<file path="config.mk">
export PLATFORM = sky130hd
export DESIGN_NAME = grc_ctrl
export DESIGN_NICKNAME = d
export VERILOG_FILES = /design/src/grid_raycast_column_macros.svh /design/src/grc_pkg.sv /design/src/grc_ctrl.sv
export SDC_FILE = /design/constraint.sdc
export NUM_CORES = 1
export LEC_CHECK = 0
export BUFFER_PORTS_ARGS = -buffer_cell sky130_fd_sc_hd__buf_2
export CAP_MARGIN = 40
export CORE_AREA = 4 4 41 43
export DETAILED_ROUTE_END_ITERATION = 10
export DIE_AREA = 0 0 45 47
export PLACE_DENSITY = 0.72
export SLEW_MARGIN = 20
export SYNTH_ARGS = -nofsm -noshare
export SYNTH_HDL_FRONTEND = slang
export SYNTH_SLANG_ARGS = --single-unit
</file>
<file path="constraint.sdc">
create_clock -name clk -period 3.9 [get_ports clk]
set_input_delay 0.585 -clock clk [delete_from_list [all_inputs] [get_ports clk]]
set_output_delay 0.585 -clock clk [all_outputs]
set_load 0.05 [all_outputs]
</file>
<file path="src/grid_raycast_column_macros.svh">
// Assertion macros for the column raycaster.
// Used by the top level only; expects clk and rst in scope.
`ifndef GRID_RAYCAST_COLUMN_MACROS_SVH
`define GRID_RAYCAST_COLUMN_MACROS_SVH

// Implication checked in the same cycle
`define GRC_ASSERT_SAME(lbl, ante, cons, msg) \
  lbl: assert property (@(posedge clk) disable iff (rst) (ante) |-> (cons)) else $error(msg);

// Implication checked in the next cycle
`define GRC_ASSERT_NEXT(lbl, ante, cons, msg) \
  lbl: assert property (@(posedge clk) disable iff (rst) (ante) |=> (cons)) else $error(msg);

`endif

</file>
<file path="src/grc_pkg.sv">
// Shared types and constants of the column raycaster.
// No dependencies; imported by every module of the block but the divider.
`default_nettype none
package grc_pkg;

  // Item codes
  localparam logic [1:0] MODE_TILE    = 2'd0;
  localparam logic [1:0] MODE_PALETTE = 2'd1;
  localparam logic [1:0] MODE_RENDER  = 2'd2;

  // Configuration register indexes
  localparam int CFG_IDX_W = 3;
  localparam int CFG_W     = 21;
  localparam logic [CFG_IDX_W-1:0] CFG_CAMERA_POS_X = 3'd0;
  localparam logic [CFG_IDX_W-1:0] CFG_CAMERA_POS_Y = 3'd1;
  localparam logic [CFG_IDX_W-1:0] CFG_VIEW_DIR_X   = 3'd2;
  localparam logic [CFG_IDX_W-1:0] CFG_VIEW_DIR_Y   = 3'd3;
  localparam logic [CFG_IDX_W-1:0] CFG_PLANE_X      = 3'd4;
  localparam logic [CFG_IDX_W-1:0] CFG_PLANE_Y      = 3'd5;
  localparam logic [CFG_IDX_W-1:0] CFG_PITCH_OFFSET = 3'd6;

  // Arithmetic widths
  localparam int DVD_W   = 33;   // dividend and quotient of the divider
  localparam int DELTA_W = 47;   // step distance, up to 2^46
  localparam int CAMX_W  = 28;   // camera x, signed Q.16
  localparam int PROD_W  = 46;   // plane times camera x
  localparam int RAY_W   = 31;   // ray component, signed Q.16
  localparam logic [DELTA_W-1:0] DELTA_MAX = DELTA_W'(64'd1 << 46);
  localparam logic [DVD_W-1:0]   ONE_Q32   = DVD_W'(64'd1 << 32);
  localparam int PERP_MIN = 6554;
  localparam int ONE_Q16  = 65536;

  typedef struct packed {
    logic [1:0]  mode;
    logic [9:0]  column;
    logic [4:0]  tile_x;
    logic [4:0]  tile_y;
    logic [7:0]  palette_index;
    logic [31:0] write_data;
  } grc_in_t;

  typedef struct packed {
    logic [8:0]  draw_start;
    logic [8:0]  draw_end;
    logic [31:0] wall_color;
    logic        hit_side;
  } grc_result_t;

  typedef enum logic [1:0] {DIV_DX, DIV_DY, DIV_LH} grc_div_sel_t;

  // Controller to datapath
  typedef struct packed {
    logic         accept;
    logic         clear_step;
    logic         div_start;
    grc_div_sel_t div_sel;
    logic         cap_camx;
    logic         mul_ray;
    logic         load_ray;
    logic         cap_dx;
    logic         cap_dy;
    logic         mul_side;
    logic         walk_step;
    logic         rd_final;
    logic         rd_pal;
    logic         cap_lh;
    logic         emit;
  } grc_cmd_t;

  // Datapath to controller
  typedef struct packed {
    logic render_req;
    logic clear_last;
    logic div_done;
    logic rx_zero;
    logic ry_zero;
    logic walk_stop;
  } grc_status_t;

endpackage
`default_nettype wire

</file>
<file path="src/grc_ctrl.sv">
// Controller: sequences clearing, ray setup, divisions and the grid walk.
// Depends on grc_pkg; drives the datapath through grc_cmd_t.
`default_nettype none
module grc_ctrl (
  input  wire logic                 clk,
  input  wire logic                 rst,
  input  wire logic                 start,
  input  wire grc_pkg::grc_status_t status,
  output grc_pkg::grc_cmd_t         cmd,
  output logic                      busy,
  output logic                      result_valid
);
  import grc_pkg::*;

  typedef enum logic [4:0] {
    S_CLEAR, S_IDLE, S_CAMX, S_RAY_MUL, S_RAY_ADD,
    S_DX_GO, S_DX_W, S_DY_GO, S_DY_W, S_SIDE, S_STEP0, S_WALK,
    S_FTILE, S_FPAL, S_LH_W, S_EMIT
  } state_t;

  state_t state, state_next;

  // Commands and next state
  always_comb begin
    cmd        = '0;
    cmd.div_sel = DIV_DX;
    state_next = state;
    unique case (state)
      S_CLEAR: begin
        cmd.clear_step = 1'b1;
        if (status.clear_last) state_next = S_IDLE;
      end
      S_IDLE: begin
        cmd.accept = start;
        if (start && status.render_req) state_next = S_CAMX;
      end
      S_CAMX: begin
        cmd.cap_camx = 1'b1;
        state_next   = S_RAY_MUL;
      end
      S_RAY_MUL: begin
        cmd.mul_ray = 1'b1;
        state_next  = S_RAY_ADD;
      end
      S_RAY_ADD: begin
        cmd.load_ray = 1'b1;
        state_next   = S_DX_GO;
      end
      S_DX_GO: begin
        cmd.div_sel = DIV_DX;
        if (status.rx_zero) begin
          cmd.cap_dx = 1'b1;
          state_next = S_DY_GO;
        end else begin
          cmd.div_start = 1'b1;
          state_next    = S_DX_W;
        end
      end
      S_DX_W: begin
        cmd.div_sel = DIV_DX;
        cmd.cap_dx  = status.div_done;
        if (status.div_done) state_next = S_DY_GO;
      end
      S_DY_GO: begin
        cmd.div_sel = DIV_DY;
        if (status.ry_zero) begin
          cmd.cap_dy = 1'b1;
          state_next = S_SIDE;
        end else begin
          cmd.div_start = 1'b1;
          state_next    = S_DY_W;
        end
      end
      S_DY_W: begin
        cmd.div_sel = DIV_DY;
        cmd.cap_dy  = status.div_done;
        if (status.div_done) state_next = S_SIDE;
      end
      S_SIDE: begin
        cmd.mul_side = 1'b1;
        state_next   = S_STEP0;
      end
      S_STEP0: begin
        cmd.walk_step = 1'b1;
        state_next    = S_WALK;
      end
      S_WALK: begin
        // tile of the last step is in hand: stop on hit, edge or limit
        if (status.walk_stop) state_next = S_FTILE;
        else cmd.walk_step = 1'b1;
      end
      S_FTILE: begin
        cmd.rd_final = 1'b1;
        state_next   = S_FPAL;
      end
      S_FPAL: begin
        cmd.rd_pal    = 1'b1;
        cmd.div_sel   = DIV_LH;
        cmd.div_start = 1'b1;
        state_next    = S_LH_W;
      end
      S_LH_W: begin
        cmd.div_sel = DIV_LH;
        cmd.cap_lh  = status.div_done;
        if (status.div_done) state_next = S_EMIT;
      end
      S_EMIT: begin
        cmd.emit   = 1'b1;
        state_next = S_IDLE;
      end
      default: state_next = S_IDLE;
    endcase
  end

  always_ff @(posedge clk) begin
    if (rst) begin
      state        <= S_CLEAR;
      result_valid <= 1'b0;
    end else begin
      state        <= state_next;
      result_valid <= state == S_EMIT;
    end
  end

  assign busy = state != S_IDLE;
endmodule
`default_nettype wire

</file>
## Word level (Yosys, flattened, before mapping)

Cells that the tools add are included.

| operators by class | value |
|---|---|
| reduce and logical (&&, ||, !) cells | 5 |
| multiplexer cells | 29 |
| equality and inequality tests | 22 |

Operator list:

| kind | count |
|---|---|
| 5-bit case mux with 15 select lines | 1 |
| 5-bit by 4-bit equality test with 1-bit output, second input constant | 8 |
| 5-bit 2-to-1 mux | 6 |
| 5-bit by 3-bit equality test with 1-bit output, second input constant | 4 |
| 1-bit 2-to-1 mux | 17 |
| 2-bit inequality test, second input constant | 6 |
| 5-bit by 2-bit equality test with 1-bit output, second input constant | 2 |
| 1-bit case mux with 2 select lines | 3 |
| 6-bit AND reduction | 1 |
| 5-bit by 1-bit equality test with 1-bit output, second input constant | 1 |
| 5-bit zero test | 1 |
| 5-bit by 1-bit inequality test with 1-bit output, second input constant | 1 |
| 2-bit case mux with 2 select lines | 1 |
| 2-bit OR reduction | 2 |
| 1-bit case mux with 3 select lines | 1 |
| 1-bit logical AND | 1 |

| word-level totals | value |
|---|---|
| output and inout bits | 18 |
| logic and storage cells | 58 |
| register bits | 6 |
| input bits | 9 |

## Depth between registers and ports, before layout

Gate-level depths: netlist of the first run.

| depth | value |
|---|---|
| word-level depth | 3 |
| mapped depth | 5 |

## Worst setup path before layout of the first run

Ideal clock, no wire load.

| path | value |
|---|---|
| kind | flip-flop to output port |
| start | register state[0] |
| end | output port cmd[14] in the netlist's numbering |
| arrival time | 2.165 ns |
| slack | 1.150 ns |
| stages on the path, launching flop included | 4 |
| cells stage by stage | dfxtp_1 -> buf_2 -> clkbuf_1 -> nor4_1 |

RTL lines:

| element | RTL line | RTL |
|---|---|---|
| start: declaration | grc_ctrl.sv:21 | `state_t state, state_next;` |
| start signal: assignment | grc_ctrl.sv:120 | `state <= state_next;` |
| end: declaration | grc_ctrl.sv:9 | `output grc_pkg::grc_cmd_t cmd,` |

==> results.py, run 1 <==
metrics = {
    "run_status": {
        "outcome": "complete, no violations",
    },
    "placed_design": {
        "postPlaceCellArea_um2": 568,
        "gp_congestion": 0.765,
        "io_buffer_count": 26,
        "dp_hpwl_um": 902,
    },
    "drt": {
        "drt_wl_total_um": 1200,
        "drt-initial-drc-count": 11,
        "vias": 537,
        "via_per_inst": 5.21,
        "route.detailed.drc": 0,
        "ant_nets": 0,
        "first_pass_iters": 3,
        "wl_per_cell_um": 11.6,
    },
    "setup_path": {
        "path_class": "register to output pin",
        "cp_max_fo": 17,
        "critPathCaptureType": "output pin",
        "critPathLaunch": "state[0]$_SDFFE_PP0P_",
        "r2r-start": "state[0]$_SDFFE_PP0P_",
        "startpoint_type": "register",
        "crit_required_ns": 3.31,
        "arrival_ns": 1.77,
    },
    "clock_tree": {
        "clock_latency_ns": 0.24,
        "postCtsHoldBufs": 0,
        "cts_root_buffer": "clkbuf_4",
        "cts_buffer_depth": 2,
        "cts_resized": 0,
        "post-cts-setup-buffers": 0,
        "cts_buffers": 3,
        "cts_max_level": 1,
        "clock_sinks": 5,
        "tritoncts": "yes",
        "clk_pin_slew_worst_paths_ns": 0.04,
    },
    "sta": {
        "period_share_pct": 60.5,
        "fmax_mhz": 424,
        "setup_viol_count_final": 0,
        "hold_viol": 0,
        "rsz0062_at_grt": "no",
        "clock_skew_ns": 0.00217,
        "max_slew_margin_pct": 61.4,
        "setup_tns_ns": 0,
        "fin_crit_ns": 2.36,
        "worst_pin_slew_ns": 0.579,
        "slew_viol_final": 0,
    },
    "global_routing": {
        "grtUsageMet2_pct": 20.1,
        "first_global_vias": 464,
        "top_usage_layer": "met2",
        "grt_max_degree": 19,
        "groute.usage.overall_pct": 12.4,
        "grtUsageMet1_pct": 16.2,
        "antenna_found_initial": 0,
        "met3_usage_pct": 1.15,
        "grt_overflow": 0,
        "grt_pass1_wl_um": 1960,
    },
    "logic_synthesis": {
        "ys_seq_area_share_pct": 22.2,
        "syn_area_per_cell_um2": 7.06,
        "synth_seq_cells": 5,
        "syn-cell-area_um2": 452,
        "synthDistinctLibCells": 28,
        "synth_edf_count": 0,
        "synthTopCellsByArea": "dfxtp_1 (22%), nor2_1 (8.3%), nor3_1 (7.8%)",
        "synth_top_area_cell": "dfxtp_1",
        "synth_nets": 73,
        "syn_inst": 64,
        "yosys.area.top_type_share_pct": 22.2,
        "yosys_warnings": 0,
        "async_reset_ff_share_pct": 0,
        "synth_ff_type": "dfxtp_1",
    },
    "power_and_ir_drop": {
        "power_w": 0.000231,
        "ir_drop_uv": 128,
        "power.density_mw_per_mm2": 388,
        "leakage_nw": 0.283,
    },
    "layout": {
        "fin_nets": 98,
        "final_cell_mix": "buf_2 (26), nor2_1 (10), nor3_1 (7)",
        "mostFrequentLayoutCell": "buf_2",
        "stdcell_area_um2": 594,
        "num_antenna_cells": 0,
        "fill_cells": 144,
        "syn_to_final_growth_pct": 31.6,
        "drive_above_1_share_pct": 35.2,
    },
    "floorplanning": {
        "start_util_pct": 34.7,
        "core_area_mm2": 0.00130,
        "fp.dieH_um": 47,
        "die_x_um": 45,
        "die_area_mm2": 0.00212,
        "ioPinCount": 27,
        "rows": 13,
    },
    "flow_run": {
        "cap_viol_max_count": 0,
    },
    "min_path": {
        "holdCritPathClass": "input port to register",
        "worstHoldStart": "rst",
    },
}
==> Yosys cell counts (all sizes together), types with 2 or more instances <==
master,instances
nor4,2
nor3,7
nand2,4
clkbuf,2
dfxtp,5
a21oi,4
nand3b,2
nor2b,4
nor2,10
o21a,2
nand2b,3
buf,4
xor2,2
==> final timing paths <==
kind | end | slack, ns | cells past startpoint
max | cmd[15] | 1.54 | 3
min | state[2]$_SDFFE_PP0P_ | 0.58 | 2
max reg2reg | state[1]$_SDFFE_PP0P_ | 2.19 | 4
min reg2reg | state[2]$_SDFFE_PP0P_ | 0.72 | 2
==> kinds of logic (layout without fill, tap and decap cells) <==
family	count (synthesis)	after routing	synth area share (%)
AOI/OAI and AO/OA	12	12	19.4
xor gates and xnor gates	2	2	3.88
buffers and inverters	7	31	8.03
DFF	5	5	22.2
muxes	1	1	2.22
and+or+nand+nor	37	37	44.3
==> sequential cells by signal, indices dropped and copies added (netlist names) <==
| register | cells |
|---|---|
| result_valid | 1 |
| state | 4 |
==> cell type report <==
class | instances | area (um^2) | area share (%)
Clock buffer | 4 | 26.3 | 4.42
Inverter | 1 | 3.75 | 0.632
Multi-Input combinational cell | 52 | 315 | 53.1
Sequential cell | 5 | 100 | 16.8
Tap cell | 15 | 18.8 | 3.16
Timing Repair Buffer | 26 | 130 | 21.9
==> where the power goes <==
| part | switching, W | total, W | internal (W) |
|---|---|---|---|
| clock | 0.0000220 | 0.0000608 | 0.0000387 |
| sequential | 0.0000205 | 0.0000767 | 0.0000562 |
| combinational | 0.0000619 | 0.0000932 | 0.0000312 |
==> metal layers <==
metal / vias to the layer above / share of wire, %
met5: - / 0
met4: 0 / 1.2
met3: 2 / 5.8
met2: 19 / 47
met1: 241 / 46
li1: 275 / -
==> per-stage QoR <==
stage	setup slack (ns)	hold slack (ns)	cells	util, %
floorplan	1.15	0.633	64	-
global placement	1.84	0.709	99	43.7
detailed placement	1.79	0.715	99	43.7
CTS	1.53	0.583	103	45.7
global route	1.38	0.584	103	45.7
finish	1.54	0.581	103	45.7
==> critical path, stage by stage (launching register included) <==
cell and delay (ns):
dfxtp_1 0.62, or4b_4 0.55, nor2_1 0.09, buf_2 0.26
Power figures use the tool's default switching activity.
==> run 2, diff against run 1 <==
clock period = 2.4 ns   (was 3.9 ns; I/O delays follow)
==> results.py, run 2 (synthesized netlist as in run 1, its figures left out) <==
metrics = {
    "layout": {
        "final_cell_mix": "buf_2 (26), nor2_1 (10), nor3_1 (7)",
        "syn_to_final_growth_pct": 33.0,
        "fill_cells": 140,
        "mostFrequentLayoutCell": "buf_2",
        "largest_reg_flops": 4,
        "num_antenna_cells": 0,
        "utilization_pct": 46.2,
        "multi_input_area_um2": 322,
        "seqCellArea_um2": 100,
        "fin_nets": 98,
        "stdcell_area_um2": 601,
        "drive_above_1_share_pct": 36.4,
        "regMostFlops": "state",
        "fin_cells": 103,
        "top_regs": "state (4), result_valid (1)",
    },
    "global_routing": {
        "groute.usage.overall_pct": 13.3,
        "first_global_vias": 443,
        "grt_overflow": 0,
        "grt_pass1_wl_um": 2020,
        "antenna_found_initial": 0,
        "grt_max_degree": 19,
    },
    "setup_path": {
        "slowest_stage": "dfxtp_1",
        "crit_chain": "or4b_4 -> nor2_1 -> buf_2",
        "crit_required_ns": 2.04,
        "worstReg2RegEnd": "state[1]$_SDFFE_PP0P_",
        "max_stage_delay_ns": 0.65,
        "crit_end": "cmd[15]",
        "startpoint_type": "register",
        "path_class": "register to output pin",
        "critPathCaptureType": "output pin",
        "worstRegToRegCells": 4,
        "r2r-start": "state[0]$_SDFFE_PP0P_",
        "rrSetupSlack_ns": 0.65,
        "arrival_ns": 1.82,
        "critPathLaunch": "state[0]$_SDFFE_PP0P_",
        "cp_max_fo": 17,
    },
    "power_and_ir_drop": {
        "leakage_nw": 0.284,
        "power.density_mw_per_mm2": 630,
        "ir_drop_uv": 375,
    },
    "clock_tree": {
        "cts_max_level": 1,
        "postCtsHoldBufs": 0,
        "tritoncts": "yes",
        "clk_pin_slew_worst_paths_ns": 0.05,
        "clock_sinks": 5,
        "post-cts-setup-buffers": 0,
        "cts_root_buffer": "clkbuf_4",
        "clock_latency_ns": 0.25,
        "cts_buffer_depth": 2,
        "cts_buffers": 3,
        "cts_resized": 0,
    },
    "drt": {
        "route.detailed.drc": 0,
        "wl_per_cell_um": 11.9,
        "drt-initial-drc-count": 6,
        "drt_wl_total_um": 1230,
        "vias": 539,
        "ant_nets": 0,
        "first_pass_iters": 4,
        "via_per_inst": 5.23,
    },
    "placed_design": {
        "io_buffer_count": 26,
        "dp_slack_ns": 0.492,
        "postPlaceCellArea_um2": 574,
        "place_inst": 99,
        "dp_hpwl_um": 895,
        "gp_congestion": 0.773,
    },
    "sta": {
        "hold_viol": 0,
        "slew_viol_final": 0,
        "clock_skew_ns": 0.00791,
        "final.setup.worst_slack_ns": 0.220,
        "rsz0062_at_grt": "no",
        "fmax_mhz": 459,
        "setup_viol_count_final": 0,
        "fin_crit_ns": 2.18,
        "period_share_pct": 90.8,
        "worst_pin_slew_ns": 0.599,
        "max_slew_margin_pct": 60.0,
        "setup_tns_ns": 0,
    },
    "floorplanning": {
        "ioPinCount": 27,
        "die_area_mm2": 0.00212,
        "core_area_mm2": 0.00130,
        "start_util_pct": 34.7,
        "rows": 13,
        "die_x_um": 45,
        "fp.dieH_um": 47,
    },
    "flow_run": {
        "cap_viol_max_count": 0,
    },
    "run_status": {
        "outcome": "complete, no violations",
    },
    "min_path": {
        "holdCritPathClass": "input port to register",
    },
}
-- run 2: cell types whose count changed in the layout (fill, tap and decap cells not counted) --
cell    previous run  this run
nor4_2             0         1
nor4_1             2         1
-- run 2: worst min path at each step --
stage          from  cells past startpoint                     to  slack, ns
2_1_floorplan   rst                      1  state[1]$_SDFFE_PP0P_       0.43
3_3_place_gp    rst                      2  state[3]$_SDFFE_PP0P_       0.61
3_5_place_dp    rst                      2  state[2]$_SDFFE_PP0P_       0.62
4_1_cts         rst                      2  state[3]$_SDFFE_PP0P_       0.36
5_1_grt         rst                      2  state[3]$_SDFFE_PP0P_       0.37
6_report        rst                      2  state[1]$_SDFFE_PP0P_       0.36
-- run 2: per-stage QoR --
stage / hold slack [ns] / power (W)
5_1_grt: 0.371 / 0.000401
4_1_cts: 0.361 / 0.000381
3_5_place_dp: 0.615 / 0.000281
6_report: 0.365 / 0.000378
3_3_place_gp: 0.608 / 0.000279
2_1_floorplan: 0.432 / 0.000257
-- run 2: critical path: cells and delay by family (launching register included) --
kind | cells | cell delay, ns
flops | 1 | 0.65
simple gates | 2 | 0.66
buf+inv | 1 | 0.26
-- run 2: per-layer routing --
layer	vias to the layer above	GRT usage [%]	part of all wire, %
met1	231	17.1	45
met2	26	18.9	43
met4	0	7.02	2.5
li1	278	-	-
met3	4	5.36	9.4
met5	-	0	0
-- run 2: layout make-up --
type / count / share of cell area, %
Timing Repair Buffer: 26 / 21.7
Multi-Input combinational cell: 52 / 53.5
Sequential cell: 5 / 16.7
Inverter: 1 / 0.625
Clock buffer: 4 / 4.38
Tap cell: 15 / 3.13
-- run 2: power by group --
| group | internal, W | switching [W] | leakage (nW) |
|---|---|---|---|
| Sequential | 0.0000914 | 0.0000351 | 0.0408 |
| Clock | 0.0000629 | 0.0000346 | 0.0150 |
| Combinational | 0.0000533 | 0.000101 | 0.228 |
| Total | 0.000208 | 0.000171 | 0.284 |
